<file path="src/design/stepper_command_sequencer_macros.svh">
`ifndef STEPPER_COMMAND_SEQUENCER_MACROS_SVH
`define STEPPER_COMMAND_SEQUENCER_MACROS_SVH

// same-cycle implication, checked while out of reset
`define SCS_ASSERT_IMP(label, cond, conseq, msg) \
  label: assert property (@(posedge clk) disable iff (!rst_n) (cond) |-> (conseq)) \
    else $error(msg);

// next-cycle implication, checked while out of reset
`define SCS_ASSERT_NXT(label, cond, conseq, msg) \
  label: assert property (@(posedge clk) disable iff (!rst_n) (cond) |=> (conseq)) \
    else $error(msg);

`endif

</file>
<file path="src/design/scs_pkg.sv">
`default_nettype none

package scs_pkg;

  localparam int unsigned TICKS_PER_MS = 1000;
  localparam logic [15:0] MAGIC_RESET = 16'd69;

  localparam int TPM_W = $clog2(TICKS_PER_MS + 1);
  localparam int PROD_W = 15 + TPM_W;
  localparam longint unsigned SETTLE_PROD_MAX = 64'd32767 * TICKS_PER_MS;
  localparam longint unsigned SETTLE_TICKS_MAX =
    (SETTLE_PROD_MAX > 64'hFFFF_FFFF) ? 64'hFFFF_FFFF : SETTLE_PROD_MAX;
  localparam int SETTLE_W = $clog2(SETTLE_TICKS_MAX + 1);
  localparam int CNT_W = (SETTLE_W > 31) ? SETTLE_W : 31;

  localparam int IQ_DEPTH = 4;
  localparam int IQ_PTR_W = $clog2(IQ_DEPTH);
  localparam int OQ_DEPTH = 2;
  localparam int OQ_PTR_W = $clog2(OQ_DEPTH);

  typedef enum logic [1:0] {
    ST_NONE,
    ST_ACCEPTED,
    ST_BAD_MAGIC,
    ST_BUSY
  } status_t;

  typedef enum logic [2:0] {
    PH_IDLE,
    PH_RESET,
    PH_WAKE,
    PH_ENABLE,
    PH_MSTEP,
    PH_DIR,
    PH_HIGH,
    PH_LOW
  } phase_t;

  typedef enum logic [2:0] {
    K_RESET,
    K_WAKE,
    K_ENABLE,
    K_MSTEP,
    K_DIR,
    K_STEPS
  } resume_t;

  typedef struct packed {
    logic                is_tick;
    logic                bad_magic;
    logic [2:0]          ms;
    logic                dis;
    logic                slp;
    logic                rst;
    logic                dir;
    logic                settle_ok;
    logic [SETTLE_W-1:0] settle_ticks;
    logic [30:0]         hp;
    logic [30:0]         steps;
  } cmd_t;

  typedef struct packed {
    logic       enable_pin;
    logic       sleep_pin;
    logic       reset_pin;
    logic       step_pin;
    logic       dir_pin;
    logic [2:0] microstep_pins;
    logic       busy;
    status_t    status;
  } result_t;

endpackage

`default_nettype wire

</file>
<file path="src/design/scs_front.sv">
`default_nettype none

module scs_front (
  input  wire logic                clk,
  input  wire logic                rst_n,
  input  wire logic                cfg_wr_en,
  input  wire logic signed [15:0]  cfg_wr_data,
  input  wire logic                operation,
  input  wire logic [2:0]          microstep_mode,
  input  wire logic                disable_after,
  input  wire logic                sleep_after,
  input  wire logic                reset_request,
  input  wire logic signed [15:0]  magic,
  input  wire logic signed [15:0]  settle_ms_request,
  input  wire logic [30:0]         half_period_us,
  input  wire logic signed [31:0]  step_count,
  output scs_pkg::cmd_t            cmd
);

  logic [15:0] magic_r;
  logic [15:0] magic_nxt;
  logic [31:0] neg_count;
  logic [scs_pkg::PROD_W-1:0] settle_prod;

  always_comb begin
    magic_nxt = magic_r;
    if (cfg_wr_en) begin
      magic_nxt = cfg_wr_data;
    end
  end

  always_ff @(posedge clk) begin
    if (!rst_n) begin
      magic_r <= scs_pkg::MAGIC_RESET;
    end else begin
      magic_r <= magic_nxt;
    end
  end

  assign neg_count = 32'd0 - step_count;
  assign settle_prod = scs_pkg::PROD_W'(settle_ms_request[14:0])
                     * scs_pkg::PROD_W'(scs_pkg::TICKS_PER_MS);

  always_comb begin
    cmd.is_tick   = operation;
    cmd.bad_magic = (magic != magic_r);
    cmd.ms        = microstep_mode;
    cmd.dis       = disable_after;
    cmd.slp       = sleep_after;
    cmd.rst       = reset_request;
    cmd.dir       = !step_count[31];
    cmd.settle_ok = (settle_ms_request != 16'sd0) && !settle_ms_request[15];
    if (settle_prod > scs_pkg::PROD_W'(scs_pkg::SETTLE_TICKS_MAX)) begin
      cmd.settle_ticks = scs_pkg::SETTLE_W'(scs_pkg::SETTLE_TICKS_MAX);
    end else begin
      cmd.settle_ticks = scs_pkg::SETTLE_W'(settle_prod);
    end
    cmd.hp = half_period_us;
    if (!step_count[31]) begin
      cmd.steps = step_count[30:0];
    end else if (neg_count[31]) begin
      // most negative count saturates
      cmd.steps = '1;
    end else begin
      cmd.steps = neg_count[30:0];
    end
  end

endmodule

`default_nettype wire

</file>
<file path="src/design/scs_queue.sv">
`default_nettype none

module scs_queue (
  input  wire logic          clk,
  input  wire logic          rst_n,
  input  wire logic          push,
  output logic               full,
  input  wire scs_pkg::cmd_t wr_data,
  input  wire logic          pop,
  output logic               empty,
  output scs_pkg::cmd_t      rd_data
);

  scs_pkg::cmd_t mem_r [scs_pkg::IQ_DEPTH];
  logic [scs_pkg::IQ_PTR_W-1:0] wr_ptr_r, wr_ptr_nxt;
  logic [scs_pkg::IQ_PTR_W-1:0] rd_ptr_r, rd_ptr_nxt;
  logic [scs_pkg::IQ_PTR_W:0]   count_r, count_nxt;
  logic do_push, do_pop;

  assign full    = (count_r == (scs_pkg::IQ_PTR_W+1)'(scs_pkg::IQ_DEPTH));
  assign empty   = (count_r == '0);
  assign do_push = push && !full;
  assign do_pop  = pop && !empty;
  assign rd_data = mem_r[rd_ptr_r];

  always_comb begin
    wr_ptr_nxt = wr_ptr_r;
    rd_ptr_nxt = rd_ptr_r;
    count_nxt  = count_r;
    if (do_push) begin
      wr_ptr_nxt = (wr_ptr_r == scs_pkg::IQ_PTR_W'(scs_pkg::IQ_DEPTH - 1)) ? '0
                 : wr_ptr_r + scs_pkg::IQ_PTR_W'(1);
    end
    if (do_pop) begin
      rd_ptr_nxt = (rd_ptr_r == scs_pkg::IQ_PTR_W'(scs_pkg::IQ_DEPTH - 1)) ? '0
                 : rd_ptr_r + scs_pkg::IQ_PTR_W'(1);
    end
    if (do_push && !do_pop) begin
      count_nxt = count_r + 1'b1;
    end else if (do_pop && !do_push) begin
      count_nxt = count_r - 1'b1;
    end
  end

  always_ff @(posedge clk) begin
    if (!rst_n) begin
      wr_ptr_r <= '0;
      rd_ptr_r <= '0;
      count_r  <= '0;
    end else begin
      wr_ptr_r <= wr_ptr_nxt;
      rd_ptr_r <= rd_ptr_nxt;
      count_r  <= count_nxt;
    end
  end

  always_ff @(posedge clk) begin
    if (do_push) begin
      mem_r[wr_ptr_r] <= wr_data;
    end
  end

endmodule

`default_nettype wire

</file>
<file path="src/design/scs_back.sv">
`default_nettype none

module scs_back (
  input  wire logic          clk,
  input  wire logic          rst_n,
  input  wire scs_pkg::cmd_t cmd,
  input  wire logic          cmd_valid,
  output logic               cmd_pop,
  input  wire logic          out_pop,
  output logic               out_empty,
  output scs_pkg::result_t   out_res
);

  scs_pkg::phase_t phase_r, phase_nxt;
  logic [scs_pkg::CNT_W-1:0]    cnt_r, cnt_nxt;
  logic [30:0]                  steps_r, steps_nxt;
  logic [scs_pkg::SETTLE_W-1:0] settle_r, settle_nxt;
  logic en_r, en_nxt, slp_r, slp_nxt, rst_r, rst_nxt, stp_r, stp_nxt, dir_r, dir_nxt;
  logic [2:0] ms_r, ms_nxt;
  logic [2:0] lc_ms_r, lc_ms_nxt;
  logic lc_dis_r, lc_dis_nxt, lc_slp_r, lc_slp_nxt, lc_rst_r, lc_rst_nxt;
  logic lc_dir_r, lc_dir_nxt;
  logic [30:0] lc_hp_r, lc_hp_nxt;

  logic fire;
  scs_pkg::status_t status;
  scs_pkg::result_t res;

  scs_pkg::result_t oq_mem_r [scs_pkg::OQ_DEPTH];
  logic [scs_pkg::OQ_PTR_W-1:0] oq_wr_r, oq_wr_nxt, oq_rd_r, oq_rd_nxt;
  logic [scs_pkg::OQ_PTR_W:0]   oq_cnt_r, oq_cnt_nxt;
  logic oq_full, oq_pop;

  // sequencer next state
  always_comb begin
    logic proceed;
    scs_pkg::resume_t k;
    logic [scs_pkg::CNT_W-1:0] hp_cur;
    logic [scs_pkg::CNT_W-1:0] hp_new;
    phase_nxt  = phase_r;
    cnt_nxt    = cnt_r;
    steps_nxt  = steps_r;
    settle_nxt = settle_r;
    en_nxt     = en_r;
    slp_nxt    = slp_r;
    rst_nxt    = rst_r;
    stp_nxt    = stp_r;
    dir_nxt    = dir_r;
    ms_nxt     = ms_r;
    lc_ms_nxt  = lc_ms_r;
    lc_dis_nxt = lc_dis_r;
    lc_slp_nxt = lc_slp_r;
    lc_rst_nxt = lc_rst_r;
    lc_dir_nxt = lc_dir_r;
    lc_hp_nxt  = lc_hp_r;
    proceed    = 1'b0;
    k          = scs_pkg::K_RESET;
    hp_cur     = (lc_hp_r == '0) ? scs_pkg::CNT_W'(1) : scs_pkg::CNT_W'(lc_hp_r);
    if (fire) begin
      if (cmd.is_tick) begin
        if (phase_r != scs_pkg::PH_IDLE) begin
          if (cnt_r > scs_pkg::CNT_W'(1)) begin
            cnt_nxt = cnt_r - scs_pkg::CNT_W'(1);
          end else begin
            cnt_nxt = '0;
            case (phase_r)
              scs_pkg::PH_RESET: begin
                rst_nxt = 1'b1;
                proceed = 1'b1;
                k       = scs_pkg::K_WAKE;
              end
              scs_pkg::PH_WAKE: begin
                proceed = 1'b1;
                k       = scs_pkg::K_ENABLE;
              end
              scs_pkg::PH_ENABLE: begin
                proceed = 1'b1;
                k       = scs_pkg::K_MSTEP;
              end
              scs_pkg::PH_MSTEP: begin
                proceed = 1'b1;
                k       = scs_pkg::K_DIR;
              end
              scs_pkg::PH_DIR: begin
                proceed = 1'b1;
                k       = scs_pkg::K_STEPS;
              end
              scs_pkg::PH_HIGH: begin
                stp_nxt   = 1'b0;
                cnt_nxt   = hp_cur;
                phase_nxt = scs_pkg::PH_LOW;
              end
              scs_pkg::PH_LOW: begin
                if (steps_r != '0) begin
                  steps_nxt = steps_r - 31'd1;
                end
                proceed = 1'b1;
                k       = scs_pkg::K_STEPS;
              end
              default: begin
                phase_nxt = scs_pkg::PH_IDLE;
              end
            endcase
          end
        end
      end else if (phase_r == scs_pkg::PH_IDLE && !cmd.bad_magic) begin
        if (cmd.settle_ok) begin
          settle_nxt = cmd.settle_ticks;
        end
        steps_nxt  = cmd.steps;
        lc_ms_nxt  = cmd.ms;
        lc_dis_nxt = cmd.dis;
        lc_slp_nxt = cmd.slp;
        lc_rst_nxt = cmd.rst;
        lc_dir_nxt = cmd.dir;
        lc_hp_nxt  = cmd.hp;
        proceed    = 1'b1;
        k          = scs_pkg::K_RESET;
      end
    end
    hp_new = (lc_hp_nxt == '0) ? scs_pkg::CNT_W'(1) : scs_pkg::CNT_W'(lc_hp_nxt);
    if (proceed) begin
      if (k == scs_pkg::K_RESET && lc_rst_nxt) begin
        rst_nxt   = 1'b0;
        cnt_nxt   = scs_pkg::CNT_W'(settle_nxt);
        phase_nxt = scs_pkg::PH_RESET;
      end else if (steps_nxt != '0) begin
        if (k <= scs_pkg::K_WAKE && !slp_nxt) begin
          slp_nxt   = 1'b1;
          cnt_nxt   = scs_pkg::CNT_W'(settle_nxt);
          phase_nxt = scs_pkg::PH_WAKE;
        end else if (k <= scs_pkg::K_ENABLE && en_nxt) begin
          en_nxt    = 1'b0;
          cnt_nxt   = scs_pkg::CNT_W'(settle_nxt);
          phase_nxt = scs_pkg::PH_ENABLE;
        end else if (k <= scs_pkg::K_MSTEP && ms_nxt != lc_ms_nxt) begin
          ms_nxt    = lc_ms_nxt;
          cnt_nxt   = scs_pkg::CNT_W'(settle_nxt);
          phase_nxt = scs_pkg::PH_MSTEP;
        end else if (k <= scs_pkg::K_DIR && dir_nxt != lc_dir_nxt) begin
          dir_nxt   = lc_dir_nxt;
          cnt_nxt   = scs_pkg::CNT_W'(settle_nxt);
          phase_nxt = scs_pkg::PH_DIR;
        end else begin
          stp_nxt   = 1'b1;
          cnt_nxt   = hp_new;
          phase_nxt = scs_pkg::PH_HIGH;
        end
      end else begin
        if (lc_dis_nxt) begin
          en_nxt = 1'b1;
        end
        if (lc_slp_nxt) begin
          slp_nxt = 1'b0;
        end
        cnt_nxt   = '0;
        phase_nxt = scs_pkg::PH_IDLE;
      end
    end
  end

  // handshake, status and result word
  always_comb begin
    fire    = cmd_valid && (!oq_full || oq_pop);
    cmd_pop = fire;
    if (cmd.is_tick) begin
      status = scs_pkg::ST_NONE;
    end else if (phase_r != scs_pkg::PH_IDLE) begin
      status = scs_pkg::ST_BUSY;
    end else if (cmd.bad_magic) begin
      status = scs_pkg::ST_BAD_MAGIC;
    end else begin
      status = scs_pkg::ST_ACCEPTED;
    end
    res.enable_pin     = en_nxt;
    res.sleep_pin      = slp_nxt;
    res.reset_pin      = rst_nxt;
    res.step_pin       = stp_nxt;
    res.dir_pin        = dir_nxt;
    res.microstep_pins = ms_nxt;
    res.busy           = (phase_nxt != scs_pkg::PH_IDLE);
    res.status         = status;
  end

  always_ff @(posedge clk) begin
    if (!rst_n) begin
      phase_r  <= scs_pkg::PH_IDLE;
      cnt_r    <= '0;
      steps_r  <= '0;
      settle_r <= scs_pkg::SETTLE_W'(scs_pkg::TICKS_PER_MS);
      en_r     <= 1'b1;
      slp_r    <= 1'b0;
      rst_r    <= 1'b1;
      stp_r    <= 1'b0;
      dir_r    <= 1'b1;
      ms_r     <= '0;
      lc_ms_r  <= '0;
      lc_dis_r <= 1'b0;
      lc_slp_r <= 1'b0;
      lc_rst_r <= 1'b0;
      lc_dir_r <= 1'b0;
      lc_hp_r  <= '0;
    end else begin
      phase_r  <= phase_nxt;
      cnt_r    <= cnt_nxt;
      steps_r  <= steps_nxt;
      settle_r <= settle_nxt;
      en_r     <= en_nxt;
      slp_r    <= slp_nxt;
      rst_r    <= rst_nxt;
      stp_r    <= stp_nxt;
      dir_r    <= dir_nxt;
      ms_r     <= ms_nxt;
      lc_ms_r  <= lc_ms_nxt;
      lc_dis_r <= lc_dis_nxt;
      lc_slp_r <= lc_slp_nxt;
      lc_rst_r <= lc_rst_nxt;
      lc_dir_r <= lc_dir_nxt;
      lc_hp_r  <= lc_hp_nxt;
    end
  end

  // result queue
  assign out_empty = (oq_cnt_r == '0);
  assign oq_full   = (oq_cnt_r == (scs_pkg::OQ_PTR_W+1)'(scs_pkg::OQ_DEPTH));
  assign oq_pop    = out_pop && !out_empty;
  assign out_res   = oq_mem_r[oq_rd_r];

  always_comb begin
    oq_wr_nxt  = oq_wr_r;
    oq_rd_nxt  = oq_rd_r;
    oq_cnt_nxt = oq_cnt_r;
    if (fire) begin
      oq_wr_nxt = (oq_wr_r == scs_pkg::OQ_PTR_W'(scs_pkg::OQ_DEPTH - 1)) ? '0
                : oq_wr_r + scs_pkg::OQ_PTR_W'(1);
    end
    if (oq_pop) begin
      oq_rd_nxt = (oq_rd_r == scs_pkg::OQ_PTR_W'(scs_pkg::OQ_DEPTH - 1)) ? '0
                : oq_rd_r + scs_pkg::OQ_PTR_W'(1);
    end
    if (fire && !oq_pop) begin
      oq_cnt_nxt = oq_cnt_r + 1'b1;
    end else if (oq_pop && !fire) begin
      oq_cnt_nxt = oq_cnt_r - 1'b1;
    end
  end

  always_ff @(posedge clk) begin
    if (!rst_n) begin
      oq_wr_r  <= '0;
      oq_rd_r  <= '0;
      oq_cnt_r <= '0;
    end else begin
      oq_wr_r  <= oq_wr_nxt;
      oq_rd_r  <= oq_rd_nxt;
      oq_cnt_r <= oq_cnt_nxt;
    end
  end

  always_ff @(posedge clk) begin
    if (fire) begin
      oq_mem_r[oq_wr_r] <= res;
    end
  end

endmodule

`default_nettype wire

</file>
<file path="src/design/stepper_command_sequencer.sv">
// Stepper command sequencer: drives enable, sleep, reset, step, direction and
// microstep pins of a step/direction driver from a stream of items.
// Input channel: queue-style push/full. Each item is a one-microsecond tick
// (in_operation = 1) or a motion command checked against the magic word.
// Result channel: queue-style empty/pop. Every item yields exactly one result
// transaction with the pin levels after that item, a busy flag and a status.
// Configuration: cfg_wr_en with cfg_wr_data writes the magic word at once.
// An item accepted into an empty block is registered in the command queue,
// then in the result queue, before it shows on the result ports. Throughput:
// one item per cycle, one step each, while the result queue can take a result.
// A four-entry command queue sits between the decoder and the sequencer, and
// a two-entry result queue sits at the output.
// When the receiver stops popping, the result queue fills, the sequencer
// holds, the command queue fills, and full rises; nothing is lost.
// Reset (rst_n low, synchronous) empties both queues, sets the magic word to
// 69, the settle time to 1 ms, returns to idle and puts the pins at disabled,
// asleep, reset released, step low, clockwise and full step.
`default_nettype none

`include "stepper_command_sequencer_macros.svh"

module stepper_command_sequencer (
  input  wire logic               clk,
  input  wire logic               rst_n,
  input  wire logic               cfg_wr_en,
  input  wire logic signed [15:0] cfg_wr_data,
  input  wire logic               in_push,
  output logic                    in_full,
  input  wire logic               in_operation,
  input  wire logic [2:0]         in_microstep_mode,
  input  wire logic               in_disable_after,
  input  wire logic               in_sleep_after,
  input  wire logic               in_reset_request,
  input  wire logic signed [15:0] in_magic,
  input  wire logic signed [15:0] in_settle_ms_request,
  input  wire logic [30:0]        in_half_period_us,
  input  wire logic signed [31:0] in_step_count,
  output logic                    out_empty,
  input  wire logic               out_pop,
  output logic                    out_enable_pin,
  output logic                    out_sleep_pin,
  output logic                    out_reset_pin,
  output logic                    out_step_pin,
  output logic                    out_dir_pin,
  output logic [2:0]              out_microstep_pins,
  output logic                    out_busy_res,
  output logic [1:0]              out_status
);

  scs_pkg::cmd_t    dec_cmd;
  scs_pkg::cmd_t    q_cmd;
  scs_pkg::result_t res;
  logic q_empty, q_pop;

  scs_front u_front (
    .clk               (clk),
    .rst_n             (rst_n),
    .cfg_wr_en         (cfg_wr_en),
    .cfg_wr_data       (cfg_wr_data),
    .operation         (in_operation),
    .microstep_mode    (in_microstep_mode),
    .disable_after     (in_disable_after),
    .sleep_after       (in_sleep_after),
    .reset_request     (in_reset_request),
    .magic             (in_magic),
    .settle_ms_request (in_settle_ms_request),
    .half_period_us    (in_half_period_us),
    .step_count        (in_step_count),
    .cmd               (dec_cmd)
  );

  scs_queue u_queue (
    .clk     (clk),
    .rst_n   (rst_n),
    .push    (in_push),
    .full    (in_full),
    .wr_data (dec_cmd),
    .pop     (q_pop),
    .empty   (q_empty),
    .rd_data (q_cmd)
  );

  scs_back u_back (
    .clk       (clk),
    .rst_n     (rst_n),
    .cmd       (q_cmd),
    .cmd_valid (!q_empty),
    .cmd_pop   (q_pop),
    .out_pop   (out_pop),
    .out_empty (out_empty),
    .out_res   (res)
  );

  assign out_enable_pin     = res.enable_pin;
  assign out_sleep_pin      = res.sleep_pin;
  assign out_reset_pin      = res.reset_pin;
  assign out_step_pin       = res.step_pin;
  assign out_dir_pin        = res.dir_pin;
  assign out_microstep_pins = res.microstep_pins;
  assign out_busy_res       = res.busy;
  assign out_status         = res.status;

  `SCS_ASSERT_IMP(a_busy_status_busy, !out_empty && out_status == scs_pkg::ST_BUSY,
                  out_busy_res, "busy status without busy flag")
  `SCS_ASSERT_IMP(a_bad_magic_idle, !out_empty && out_status == scs_pkg::ST_BAD_MAGIC,
                  !out_busy_res, "bad magic result while busy")
  `SCS_ASSERT_IMP(a_idle_pins, !out_empty && !out_busy_res,
                  !out_step_pin && out_reset_pin, "idle result with step high or reset low")
  `SCS_ASSERT_NXT(a_full_holds, in_full && !q_pop, in_full,
                  "command queue full dropped without a pop")

endmodule

`default_nettype wire

</file>
<file path="config.mk">
export PLATFORM = sky130hd
export DESIGN_NAME = stepper_command_sequencer
export DESIGN_NICKNAME = d
export VERILOG_FILES = /design/src/design/scs_pkg.sv /design/src/design/scs_front.sv /design/src/design/scs_queue.sv /design/src/design/scs_back.sv /design/src/design/stepper_command_sequencer.sv
export VERILOG_INCLUDE_DIRS = /design/src /design/src/design
export SDC_FILE = /design/constraint.sdc
export NUM_CORES = 1
export LEC_CHECK = 0
export BUFFER_PORTS_ARGS = -buffer_cell sky130_fd_sc_hd__buf_4
export CELL_PAD_IN_SITES_DETAIL_PLACEMENT = 1
export CELL_PAD_IN_SITES_GLOBAL_PLACEMENT = 2
export CORE_MARGIN = 2
export CORE_UTILIZATION = 45
export DETAILED_ROUTE_END_ITERATION = 16
export GPL_ROUTABILITY_DRIVEN = 1
export GPL_TIMING_DRIVEN = 0
export PLACE_DENSITY_LB_ADDON = 0.1
export SLEW_MARGIN = 20
export SYNTH_ARGS = -nofsm -noshare
export SYNTH_HDL_FRONTEND = slang
export SYNTH_SLANG_ARGS = --single-unit
</file>
<file path="constraint.sdc">
create_clock -name clk -period 9.2 [get_ports clk]
set_clock_uncertainty 0.15 [all_clocks]
set_input_delay 0.92 -clock clk [delete_from_list [all_inputs] [get_ports clk]]
set_output_delay 0.92 -clock clk [all_outputs]
set_load 0.05 [all_outputs]
</file>
==> flow_summary.json <==
{
  "outcome": "completed",
  "ir_drop_v": 0.000171,
  "dr.pass1.iters": 7,
  "synth_warnings": 0,
  "clk_pin_slew_ns": 0.06,
  "num-nets-final": 2625,
  "leakage_nw": 11.9,
  "core_region_area_um2": 60500,
  "finalHoldViolCount": 0,
  "cp_cell_sequence": "buf_4 -> fa_1 -> fa_1 -> inv_1 -> fa_1 -> fa_1 -> inv_1 -> ha_1 -> o21ai_0 -> nor2_1 -> o21ai_0 -> a211o_1 -> o311a_1 -> a21oi_1 -> a211oi_1 -> a21oi_1 -> xnor2_1 -> nand4_1 -> clkbuf_1 -> and2_1",
  "cts_hold_buffers": 0,
  "grt_max_degree": 46,
  "synthToLayoutAreaGrowth_pct": 15.3,
  "first_global_vias": 19800,
  "syn_area_um2": 27600,
  "setup_tns_ns": 0,
  "vias": 18500,
  "holdCritPathClass": "register to register",
  "startpoint_type": "input pin",
  "syn_area_per_cell_um2": 12.7,
  "routed_via_density": 5.75,
  "grt_pass1_wl_um": 121000,
  "syn_inst": 2180,
  "finalSetupViolCount": 0,
  "gr-usage-all-layers_pct": 25.0,
  "num_rows": 90,
  "fin_hold_ws_ns": 0.338,
  "placed_cells": 3103,
  "max_freq_mhz": 160,
  "cts_resized": 0,
  "period_share_pct": 68.0,
  "drt-total-wl_um": 78700,
  "total_power_mw": 11.0,
  "synth_nets": 2423,
  "cts_buffers": 59,
  "pin_count": 136,
  "die_area_um2": 63300,
  "ys_types": 89,
  "worst_path_most_repeated_cell": "fa_1",
  "regToRegSetupSlack_ns": 3.54,
  "wl_per_cell_um": 24.5,
  "drc": 0,
  "clock_path_buffers": 3,
  "dieWidth_um": 252,
  "worstPathMaxFanout": 10,
  "grt_setup_unrepaired": "no",
  "critPathMaxStageDelay_ns": 0.53,
  "dp_hpwl_um": 57900,
  "ant_nets": 0,
  "dieHeight_um": 252,
  "gp_congestion": 0.907,
  "power.density_nw_per_um2": 344,
  "synth_edf_count": 398,
  "port_buffers": 133,
  "synth_ff_type": "edfxtp_1",
  "crit_required_ns": 9.38,
  "first_iter_violations": 1226,
  "critPathSlowestCell": "fa_1",
  "ys_seq_area_share_pct": 55.4,
  "relSlewSlack_pct": 28.6,
  "cap_violations": 0,
  "worstMarginPinSlew_ns": 1.06,
  "ys_ff_latch": 564,
  "grt_antenna_before_repair": 2,
  "slew_violations": 0,
  "end_kind": "register",
  "start_util_pct": 45.6,
  "cts_setup_buffers": 0,
  "numClockSinks": 564,
  "clock_latency_ns": 0.62,
  "min_period_ns": 6.25,
  "diodes": 0,
  "grt_overflow_total": 0,
  "cts_tree": "yes",
  "critPathKind": "input pin to register",
  "layout.cells.non_filler": 3215,
  "h-tree-depth": 2,
  "drive_above_1_share_pct": 17.8,
  "root_buffer": "clkbuf_16",
  "synth-async-reset-ratio_pct": 0,
  "arrival_ns": 6.44
}
-- cell usage after synthesis (26+ instances only) --
library cell	n	area share (%)
edfxtp_1	398	43
nand2_1	234	3.2
dfxtp_1	166	12
nor2_1	128	1.7
inv_1	95	1.3
mux4_2	94	7.7
and2_1	77	1.7
o21ai_0	70	1.3
xor2_1	70	2.2
clkbuf_1	69	0.94
ha_1	69	3.1
a21oi_1	58	1.1
nor3_1	53	0.96
mux2i_1	52	1.9
fa_1	51	3.7
nor4_1	39	0.88
mux2_2	38	1.6
nand3_1	29	0.53
o211ai_1	27	0.73
o31ai_1	26	0.71
-- kinds of logic (layout without fill, tap and decap cells) --
group	after synthesis	count (layout)	share of synthesized area, %
and+or+nand+nor	685	685	12.3
DFF	564	564	55.4
AOI/OAI and AO/OA	320	320	7.93
buffers and inverters	208	461	3.28
muxes	188	188	11.3
adders and majority gates	120	120	6.83
xor gates and xnor gates	95	95	3.02
-- routing by layer --
metal | global-route usage, % | wire length (µm) | up-vias
met4 | 5.94 | 1530 | 0
li1 | - | - | 8544
met3 | 3.10 | 3450 | 93
met2 | 42.5 | 38300 | 448
met5 | 0 | 0 | -
met1 | 34.4 | 35500 | 9416
-- report_power, final --
part | switching, mW | leakage, nW | internal (mW)
Combinational | 3.12 | 5.95 | 1.81
Sequential | 0.225 | 4.99 | 3.35
Clock | 0.985 | 0.972 | 1.47
Total | 4.33 | 11.9 | 6.62
-- registers in the layout, summed over array words and instances (netlist names), 2 cells and up, named ones only --
register,count
u_back.steps_r,31
u_queue.wr_ptr_r,2
u_queue.count_r,3
u_back.lc_ms_r,3
u_back.oq_cnt_r,2
u_queue.mem_r,376
u_queue.rd_ptr_r,2
u_back.oq_mem_r,22
u_back.ms_r,3
u_back.phase_r,3
u_back.lc_hp_r,31
u_front.magic_r,16
u_back.cnt_r,31
u_back.settle_r,25
-- layout by cell type (no fill, tap or decap), types with 20 or more instances in the layout --
master     instances
edfxtp_1         398
nand2_1          234
dfxtp_1          166
buf_4            140
nor2_1           128
inv_1             95
mux4_2            94
clkbuf_1          86
and2_1            73
o21ai_0           70
xor2_1            70
ha_1              69
clkbuf_16         60
a21oi_1           58
nor3_1            52
mux2i_1           52
fa_1              51
mux2_2            38
nor4_1            38
nand3_1           29
o211ai_1          27
o31ai_1           26
xnor2_1           25
a221oi_1          24
or3_1             20
-- area by class of cell --
class / instances / area [µm²]
Fill cell: 6147 / 28700
Sequential cell: 564 / 15300
Multi-Input combinational cell: 1408 / 11400
Clock buffer: 83 / 1650
Timing Repair Buffer: 141 / 1220
Tap cell: 782 / 978
Buffer: 110 / 538
Inverter: 98 / 368
Clock inverter: 29 / 362
-- final timing paths --
path	cells past startpoint	to	from
worst max register to register	15	u_back.cnt_r[0]$_SDFFE_PN0P_	register
worst min-delay path	2	u_queue.rd_ptr_r[1]$_SDFFE_PN0P_	u_queue.rd_ptr_r[1]$_SDFFE_PN0P_
worst min register to register	2	u_queue.rd_ptr_r[1]$_SDFFE_PN0P_	u_queue.rd_ptr_r[1]$_SDFFE_PN0P_
worst max-delay path	20	u_queue.mem_r[2][80]$_DFFE_PP_	in_settle_ms_request[0]
-- stage by stage --
step	worst slack (ns)	area [µm²]	util [%]
2_1_floorplan	3.24	27600	-
3_3_place_gp	2.34	29600	48.9
3_5_place_dp	2.26	29800	49.3
4_1_cts	2.87	31800	52.6
5_1_grt	2.50	31800	52.6
6_report	2.95	31800	52.6
-- worst max-delay path: cells and delay by family --
kind | cells | cell delay (ns)
adder cells (fa/ha/maj) | 5 | 2.37
AO/OA/AOI/OAI | 7 | 1.48
AND/OR/NAND/NOR | 3 | 0.72
buffers and inverters | 4 | 0.56
XOR/XNOR | 1 | 0.38
No activity file was read; power rests on OpenSTA's default activity.
